**src/hdl/tpdt_pkg.sv**
```systemverilog
package tpdt_pkg;

  // Item kinds carried on the input tuser field.
  typedef enum logic [1:0] {
    FUNC_PIN_CHANGE = 2'd0,
    FUNC_TICK       = 2'd1,
    FUNC_DISP_START = 2'd2,
    FUNC_CAPTURE    = 2'd3
  } func_e;

  // Configuration register indexes.
  localparam int unsigned CfgIndexWidth = 1;
  localparam logic [CfgIndexWidth-1:0] CFG_DEBOUNCE_LIMIT = 1'b0;
  localparam logic [CfgIndexWidth-1:0] CFG_DISPLAY_LIMIT  = 1'b1;

  localparam int unsigned CfgDataWidth  = 16;
  localparam int unsigned DebCountWidth = 8;
  localparam int unsigned DspCountWidth = 16;

  localparam logic [DebCountWidth-1:0] DebLimitReset = 8'd3;
  localparam logic [DspCountWidth-1:0] DspLimitReset = 16'd500;

  localparam int unsigned InDataWidth  = 8;
  localparam int unsigned OutDataWidth = 8;

  // One input item as held in the input register.
  typedef struct packed {
    func_e func;
    logic  clear_display_count;
    logic  reed_level;
    logic  button_level;
  } item_t;

  // One result item, packed so that the last field lands in bit zero.
  typedef struct packed {
    logic ticking;
    logic display_off;
    logic reed_open;
    logic reed_close;
    logic button_release;
    logic button_press;
  } result_t;

endpackage

```
**src/hdl/tpdt_in_stage.sv**
```systemverilog
module tpdt_in_stage
  import tpdt_pkg::*;
(
  input  logic  clk_i,
  input  logic  rst_ni,
  input  logic  in_valid_i,
  output logic  in_ready_o,
  input  item_t in_item_i,
  input  logic  advance_i,
  output logic  item_valid_o,
  output item_t item_o
);

  logic  valid_q, valid_d;
  item_t item_q, item_d;

  // The register takes a new item when empty or when its item moves on.
  assign in_ready_o = !valid_q || advance_i;

  always_comb begin
    valid_d = valid_q;
    item_d  = item_q;
    if (in_ready_o) begin
      valid_d = in_valid_i;
      item_d  = in_item_i;
    end
  end

  always_ff @(posedge clk_i or negedge rst_ni) begin
    if (!rst_ni) begin
      valid_q <= 1'b0;
    end else begin
      valid_q <= valid_d;
    end
  end

  always_ff @(posedge clk_i) begin
    item_q <= item_d;
  end

  assign item_valid_o = valid_q;
  assign item_o       = item_q;

endmodule

```
**src/hdl/tpdt_core.sv**
```systemverilog
module tpdt_core
  import tpdt_pkg::*;
(
  input  logic                     clk_i,
  input  logic                     rst_ni,
  input  logic                     cfg_we_i,
  input  logic [CfgIndexWidth-1:0] cfg_index_i,
  input  logic [CfgDataWidth-1:0]  cfg_data_i,
  input  logic                     item_en_i,
  input  item_t                    item_i,
  output result_t                  result_o
);

  logic [DebCountWidth-1:0] deb_limit_q, deb_limit_d;
  logic [DspCountWidth-1:0] dsp_limit_q, dsp_limit_d;

  logic btn_stable_q, btn_stable_d;
  logic reed_stable_q, reed_stable_d;
  logic btn_pend_q, btn_pend_d;
  logic reed_pend_q, reed_pend_d;
  logic deb_active_q, deb_active_d;
  logic dsp_active_q, dsp_active_d;
  logic [DebCountWidth-1:0] deb_count_q, deb_count_d;
  logic [DspCountWidth-1:0] dsp_count_q, dsp_count_d;

  logic [DebCountWidth-1:0] deb_inc;
  logic [DspCountWidth-1:0] dsp_inc;
  result_t res;

  // Configuration writes; an index beyond the list is dropped.
  always_comb begin
    deb_limit_d = deb_limit_q;
    dsp_limit_d = dsp_limit_q;
    if (cfg_we_i) begin
      unique case (cfg_index_i)
        CFG_DEBOUNCE_LIMIT: deb_limit_d = cfg_data_i[DebCountWidth-1:0];
        CFG_DISPLAY_LIMIT:  dsp_limit_d = cfg_data_i[DspCountWidth-1:0];
        default: ;
      endcase
    end
  end

  assign deb_inc = deb_count_q + DebCountWidth'(1);
  assign dsp_inc = dsp_count_q + DspCountWidth'(1);

  // Per-item update of the pin flags and both timers.
  always_comb begin
    btn_stable_d  = btn_stable_q;
    reed_stable_d = reed_stable_q;
    btn_pend_d    = btn_pend_q;
    reed_pend_d   = reed_pend_q;
    deb_active_d  = deb_active_q;
    dsp_active_d  = dsp_active_q;
    deb_count_d   = deb_count_q;
    dsp_count_d   = dsp_count_q;
    res           = '0;
    if (item_en_i) begin
      unique case (item_i.func)
        FUNC_PIN_CHANGE: begin
          if (item_i.button_level != btn_stable_q) btn_pend_d = 1'b1;
          if (item_i.reed_level != reed_stable_q) reed_pend_d = 1'b1;
          deb_active_d = 1'b1;
        end
        FUNC_TICK: begin
          if (deb_active_q) begin
            deb_count_d = deb_inc;
            if (deb_inc >= deb_limit_q) begin
              // Debounce period over: resample each pending pin.
              deb_count_d  = '0;
              deb_active_d = 1'b0;
              if (btn_pend_q) begin
                res.button_release = item_i.button_level;
                res.button_press   = !item_i.button_level;
                btn_pend_d         = 1'b0;
                btn_stable_d       = item_i.button_level;
              end
              if (reed_pend_q) begin
                res.reed_open  = item_i.reed_level;
                res.reed_close = !item_i.reed_level;
                reed_pend_d    = 1'b0;
                reed_stable_d  = item_i.reed_level;
              end
            end
          end
          if (dsp_active_q) begin
            dsp_count_d = dsp_inc;
            if (dsp_inc >= dsp_limit_q) begin
              res.display_off = 1'b1;
              dsp_count_d     = '0;
              dsp_active_d    = 1'b0;
            end
          end
        end
        FUNC_DISP_START: begin
          if (item_i.clear_display_count) dsp_count_d = '0;
          dsp_active_d = 1'b1;
        end
        FUNC_CAPTURE: begin
          btn_stable_d  = item_i.button_level;
          reed_stable_d = item_i.reed_level;
        end
        default: ;
      endcase
    end
    res.ticking = deb_active_d | dsp_active_d;
  end

  assign result_o = res;

  always_ff @(posedge clk_i or negedge rst_ni) begin
    if (!rst_ni) begin
      deb_limit_q   <= DebLimitReset;
      dsp_limit_q   <= DspLimitReset;
      btn_stable_q  <= 1'b1;
      reed_stable_q <= 1'b1;
      btn_pend_q    <= 1'b0;
      reed_pend_q   <= 1'b0;
      deb_active_q  <= 1'b0;
      dsp_active_q  <= 1'b0;
      deb_count_q   <= '0;
      dsp_count_q   <= '0;
    end else begin
      deb_limit_q   <= deb_limit_d;
      dsp_limit_q   <= dsp_limit_d;
      btn_stable_q  <= btn_stable_d;
      reed_stable_q <= reed_stable_d;
      btn_pend_q    <= btn_pend_d;
      reed_pend_q   <= reed_pend_d;
      deb_active_q  <= deb_active_d;
      dsp_active_q  <= dsp_active_d;
      deb_count_q   <= deb_count_d;
      dsp_count_q   <= dsp_count_d;
    end
  end

  // An idle debounce timer always has a cleared count.
  a_deb_idle_zero: assert property (@(posedge clk_i) disable iff (!rst_ni)
    !deb_active_q |-> deb_count_q == '0)
    else $error("debounce count nonzero while timer idle");

  // An idle display timer always has a cleared count.
  a_dsp_idle_zero: assert property (@(posedge clk_i) disable iff (!rst_ni)
    !dsp_active_q |-> dsp_count_q == '0)
    else $error("display count nonzero while timer idle");

  // A pending pin always has the debounce timer running.
  a_pend_active: assert property (@(posedge clk_i) disable iff (!rst_ni)
    (btn_pend_q || reed_pend_q) |-> deb_active_q)
    else $error("pin pending without debounce timer");

  // Events come only from tick items.
  a_events_on_tick: assert property (@(posedge clk_i) disable iff (!rst_ni)
    (item_en_i && item_i.func != FUNC_TICK) |->
      !(res.button_press || res.button_release || res.reed_close ||
        res.reed_open || res.display_off))
    else $error("event raised by a non-tick item");

endmodule

```
**src/hdl/two_pin_debounce_and_display_timeout.sv**
```systemverilog
// Two-pin debouncer with display-off timeout.
//
// Input channel (s_axis_*): one item per handshake. tuser carries the item
// kind (pin change, tick, display start, idle-level capture) and tdata the
// current button and reed pin levels plus the display count clear flag.
// Output channel (m_axis_*): exactly one result item per input item, in
// order, with the press, release, close, open, display-off and ticking bits.
// Configuration channel (cfg_*): index 0 writes the debounce limit, index 1
// the display timeout limit; it is always ready and must only be used while
// the block is idle.
// From the input handshake an item passes through the input register, then
// through the combinational state update into the result register.
// Throughput is one item per cycle while the receiver takes results, set by
// the combinational state update loop.
// Reset clears both registers' valid flags, sets both stable levels to one,
// clears pending flags and timers and loads the default limits.
// When the receiver stalls, the result register holds its item; an empty
// input register still takes one more item, and then s_axis_tready_o drops.
module two_pin_debounce_and_display_timeout
  import tpdt_pkg::*;
(
  input  logic                     clk_i,
  input  logic                     rst_ni,
  input  logic                     s_axis_tvalid_i,
  output logic                     s_axis_tready_o,
  // [0] button_level, [1] reed_level, [2] clear_display_count, rest zero
  input  logic [InDataWidth-1:0]   s_axis_tdata_i,
  // [1:0] func
  input  logic [1:0]               s_axis_tuser_i,
  output logic                     m_axis_tvalid_o,
  input  logic                     m_axis_tready_i,
  // [0] button_press, [1] button_release, [2] reed_close, [3] reed_open,
  // [4] display_off, [5] ticking, rest zero
  output logic [OutDataWidth-1:0]  m_axis_tdata_o,
  input  logic                     cfg_valid_i,
  output logic                     cfg_ready_o,
  input  logic [CfgIndexWidth-1:0] cfg_index_i,
  input  logic [CfgDataWidth-1:0]  cfg_data_i
);

  item_t   in_item;
  item_t   item;
  logic    item_valid;
  logic    advance;
  result_t result;
  logic    out_valid_q, out_valid_d;
  result_t out_q, out_d;

  // Unpack the input item.
  assign in_item.func                = func_e'(s_axis_tuser_i);
  assign in_item.clear_display_count = s_axis_tdata_i[2];
  assign in_item.reed_level          = s_axis_tdata_i[1];
  assign in_item.button_level        = s_axis_tdata_i[0];

  // The held item moves on when the result register is free or draining.
  assign advance     = item_valid && (!out_valid_q || m_axis_tready_i);
  assign cfg_ready_o = 1'b1;

  tpdt_in_stage u_in_stage (
    .clk_i        (clk_i),
    .rst_ni       (rst_ni),
    .in_valid_i   (s_axis_tvalid_i),
    .in_ready_o   (s_axis_tready_o),
    .in_item_i    (in_item),
    .advance_i    (advance),
    .item_valid_o (item_valid),
    .item_o       (item)
  );

  tpdt_core u_core (
    .clk_i       (clk_i),
    .rst_ni      (rst_ni),
    .cfg_we_i    (cfg_valid_i),
    .cfg_index_i (cfg_index_i),
    .cfg_data_i  (cfg_data_i),
    .item_en_i   (advance),
    .item_i      (item),
    .result_o    (result)
  );

  // Result register.
  always_comb begin
    out_valid_d = out_valid_q;
    out_d       = out_q;
    if (advance) begin
      out_valid_d = 1'b1;
      out_d       = result;
    end else if (m_axis_tready_i) begin
      out_valid_d = 1'b0;
    end
  end

  always_ff @(posedge clk_i or negedge rst_ni) begin
    if (!rst_ni) begin
      out_valid_q <= 1'b0;
    end else begin
      out_valid_q <= out_valid_d;
    end
  end

  always_ff @(posedge clk_i) begin
    out_q <= out_d;
  end

  assign m_axis_tvalid_o = out_valid_q;
  assign m_axis_tdata_o  = {{(OutDataWidth - $bits(result_t)){1'b0}}, out_q};

endmodule
```
**config.mk**
```make
export PLATFORM = sky130hd
export DESIGN_NAME = two_pin_debounce_and_display_timeout
export DESIGN_NICKNAME = d
export VERILOG_FILES = /design/src/hdl/tpdt_pkg.sv /design/src/hdl/tpdt_in_stage.sv /design/src/hdl/tpdt_core.sv /design/src/hdl/two_pin_debounce_and_display_timeout.sv
export SDC_FILE = /design/constraint.sdc
export NUM_CORES = 1
export LEC_CHECK = 0
export BUFFER_PORTS_ARGS = -buffer_cell sky130_fd_sc_hd__buf_2
export CAP_MARGIN = 20
export CELL_PAD_IN_SITES_DETAIL_PLACEMENT = 0
export CELL_PAD_IN_SITES_GLOBAL_PLACEMENT = 2
export CORE_MARGIN = 2
export CORE_UTILIZATION = 34
export DETAILED_ROUTE_END_ITERATION = 8
export HOLD_SLACK_MARGIN = 0.1
export PLACE_DENSITY_LB_ADDON = 0.15
export SKIP_LAST_GASP = 1
export SYNTH_ARGS = -nofsm -noshare
export SYNTH_HDL_FRONTEND = slang
export SYNTH_SLANG_ARGS = --single-unit
```
**constraint.sdc**
```tcl
create_clock -name clk_i -period 2.71 [get_ports clk_i]
set_input_delay 0.4065 -clock clk_i [delete_from_list [all_inputs] [get_ports clk_i]]
set_output_delay 0.4065 -clock clk_i [all_outputs]
set_load 0.05 [all_outputs]
```
==> qor.yml <==
finish:
  multi_input_area_um2: 2150
  syn_to_final_growth_pct: 32.4
  design_area_um2: 5110
  drive_gt1_share_pct: 36.2
  final_cell_mix: "46 x buf_4, 43 x dfrtp_1, 42 x nand2_1"
  nFillCells: 1067
  layout_commonest_cell: "buf_4"
  num_antenna_cells: 0
  ff_latch_area_um2: 1750
  fin_nets: 532
yosys:
  synth.area.top_cells: "dfrtp_1 30%, ha_1 9.7%, edfxtp_1 8.6%, dfstp_2 6.8%, mux2_2 5.8%"
  synth_mux_area_share_pct: 6.35
  yosys_warnings: 0
  ys_async_sr_fraction_pct: 83.6
  synth_top_family_by_area: "simple AND/OR/NAND/NOR gates"
  ys.flop_type: "dfrtp_1"
  yosys.area.top_type: "dfrtp_1"
  synthCells: 383
  synthSimpleGateAreaFrac_pct: 16.3
  synthXorXnorAreaFrac_pct: 4.76
  yosysSeqAreaShare_pct: 45.2
  synth_edf_count: 11
  synth_top_area_share_pct: 29.8
  synth_cell_types: 49
  syn_avg_cell_area_um2: 10.1
  synth_area_um2: 3860
  synthAdderAreaFrac_pct: 9.72
  synth_compound_area_share_pct: 12.8
  ys_seq_elements: 67
detailed_routing:
  firstDrtPassIters: 4
  drtAntennaViolNets: 0
  avgRoutedWirePerCell_um: 14.8
  viasPerCell: 4.92
  drt_iter0_drc: 160
  drc: 0
  routed_wl_mm: 9.13
  num_vias: 3028
power_and_ir_drop:
  power_density_nw_per_um2: 656
  p_leak_nw: 2.48
  finalPower_mw: 3.35
  peakVddDrop_mv: 0.450
floorplan:
  die_w_um: 111
  die-area_um2: 12200
  start_util_pct: 35.3
  core_area_um2: 10900
  die_h_um: 111
  rows: 38
  ios: 43
place:
  gp_congestion: 0.745
  dpl_cell_area_um2: 4510
  port_buffers: 34
  dp_hpwl_mm: 6.53
setup_path:
  critical_path.endpoint_type: "register"
  worstPathRequired_ns: 2.79
  crit_path_start_kind: "register"
  arrival_ns: 2.93
  crit_type: "reg -> reg"
  cp_max_fo: 3
sta:
  slew_headroom_pct: 52.9
  grt_setup_unrepaired: "true"
  hold_viol_final: 0
  tightest_slew_ns: 0.704
  min_period_over_period_pct: 105
  min_period_ns: 2.85
  fin_ws_ns: -0.139
  setup_violations: 14
  skew_ns: 0.00742
  drv_slew: 0
  fmax_mhz: 351
clock_network:
  insertion_delay_ns: 0.33
  path_clk_slew_ns: 0.06
  root_buffer: "clkbuf_16"
  htreeDepth: 3
  cts_tree: "done"
  clockBufferDepth: 2
  cts_buffers: 9
  cts_hold_buffers: 0
  clkSinkCount: 67
global_routing:
  grt_pass1_wl_mm: 15.6
  grt_overflow: 0
  grt_max_degree: 33
  grt_usage_pct: 16.0
  antenna_found_initial: 0
  grt_pass1_vias: 3169
run:
  cap_violations: 0
status:
  violations: "setup timing"
  status: "complete, but fails checks"
hold_path:
  hp-class: "in -> async"
cell families after synthesis:
logic type,Yosys count
and+or+nand+nor,122
DFF,67
buffers and inverters,43
xor gates and xnor gates,21
AOI/OAI and AO/OA,76
muxes,22
adders and majority gates,30
other,2
metal layers:
| metal | vias to the layer above | track usage [%] | share of wire, % |
|---|---|---|---|
| met5 | - | 0 | 0 |
| met3 | 10 | 4.99 | 2.9 |
| met1 | 1481 | 19.5 | 46 |
| li1 | 1501 | - | - |
| met4 | 0 | 4.08 | 1.1 |
| met2 | 36 | 27.4 | 50 |
critical path: stages, from the launching register on:
cell and delay [ns]:
dfrtp_1 0.39, nand3_4 0.11, nor4_4 0.35, nand3_2 0.13, buf_4 0.17, xnor2_2 0.13, ha_1 0.31, nand2_2 0.07
nor2_2 0.10, nand4_1 0.20, buf_4 0.20, o21ai_2 0.19, o21ai_2 0.08, nand3b_1 0.17
state kept, by name, summed over array words and instances, names as in the netlist:
| signal | flops |
|---|---|
| u_core.dsp_count_q | 16 |
| u_core.dsp_limit_q | 16 |
| u_core.deb_count_q | 8 |
| u_core.deb_limit_q | 8 |
| m_axis_tdata_o | 6 |
| u_in_stage.item_o | 5 |
| m_axis_tvalid_o | 1 |
| u_core.btn_pend_q | 1 |
| u_core.btn_stable_q | 1 |
| u_core.deb_active_q | 1 |
| u_core.dsp_active_q | 1 |
| u_core.reed_pend_q | 1 |
| u_core.reed_stable_q | 1 |
| u_in_stage.item_valid_o | 1 |
cell usage after synthesis, drive strengths merged, types with 2 or more instances:
cell / n
a21oi: 8
o211ai: 4
nand4: 2
o2bb2ai: 3
inv: 31
nand2b: 3
nor2b: 7
mux2i: 2
a21o: 13
a211o: 2
xnor2: 12
nand3b: 3
o21ai: 33
nor3b: 7
a311oi: 2
a22o: 4
buf: 7
edfxtp: 11
conb: 2
and3: 10
xor2: 9
and3b: 2
dfstp: 10
ha: 30
nor3: 8
mux2: 20
nand3: 12
nor4: 2
clkbuf: 5
nor2: 18
dfrtp: 46
o22a: 2
nand2: 45
repair_timing:
| item | in CTS | in global routing |
|---|---|---|
| setup endpoints to repair | 19 | 27 |
| gates cloned | 2 | 0 |
| resized for setup | 29 | 20 |
| pin swaps | 23 | 8 |
| setup buffers | 3 | 7 |
power by group:
| part | switching, mW | internal (mW) | total, mW | leakage (nW) |
|---|---|---|---|---|
| combinational | 0.404 | 0.397 | 0.801 | 1.53 |
| clock | 0.442 | 0.831 | 1.27 | 0.157 |
| sequential | 0.112 | 1.17 | 1.28 | 0.788 |
through the flow:
stage                     instances  setup slack [ns]  hold WS, ns  util, %  setup TNS [ns]
final                           615            -0.139        0.109     46.7           -1.32
after global placement          587            -0.213        0.477     41.3           -2.03
after detailed placement        587            -0.263        0.465     41.3           -2.38
after global routing            615            -0.325        0.153     46.7           -4.24
after floorplan                 384          -0.00323        0.111        -         -0.0142
after CTS                       608            -0.131        0.110     45.4           -1.64
area by class of cell:
class / count / area share [%]
Clock buffer: 12 / 4.82
Inverter: 31 / 2.28
Clock inverter: 4 / 1.44
Timing Repair Buffer: 87 / 11.7
Multi-Input combinational cell: 274 / 42.2
Tap cell: 140 / 3.43
Sequential cell: 67 / 34.2
worst paths after layout:
check / cells after the start / to / slack, ns / startpoint
max: 13 / m_axis_tdata_o[5] / -0.14 / u_core.dsp_count_q[8]
min: 1 / u_core.dsp_limit_q[14] / 0.11 / rst_ni
max reg2reg: 13 / m_axis_tdata_o[5] / -0.14 / u_core.dsp_count_q[8]
min reg2reg: 1 / u_core.dsp_limit_q[12] / 0.50 / u_core.dsp_limit_q[12]
max in group asynchronous: 2 / u_core.deb_limit_q[0] / 1.92 / rst_ni
min in group clk_i: 1 / u_in_stage.item_o[3] / 0.24 / s_axis_tuser_i[0]
(Power assumes the default switching activity.)
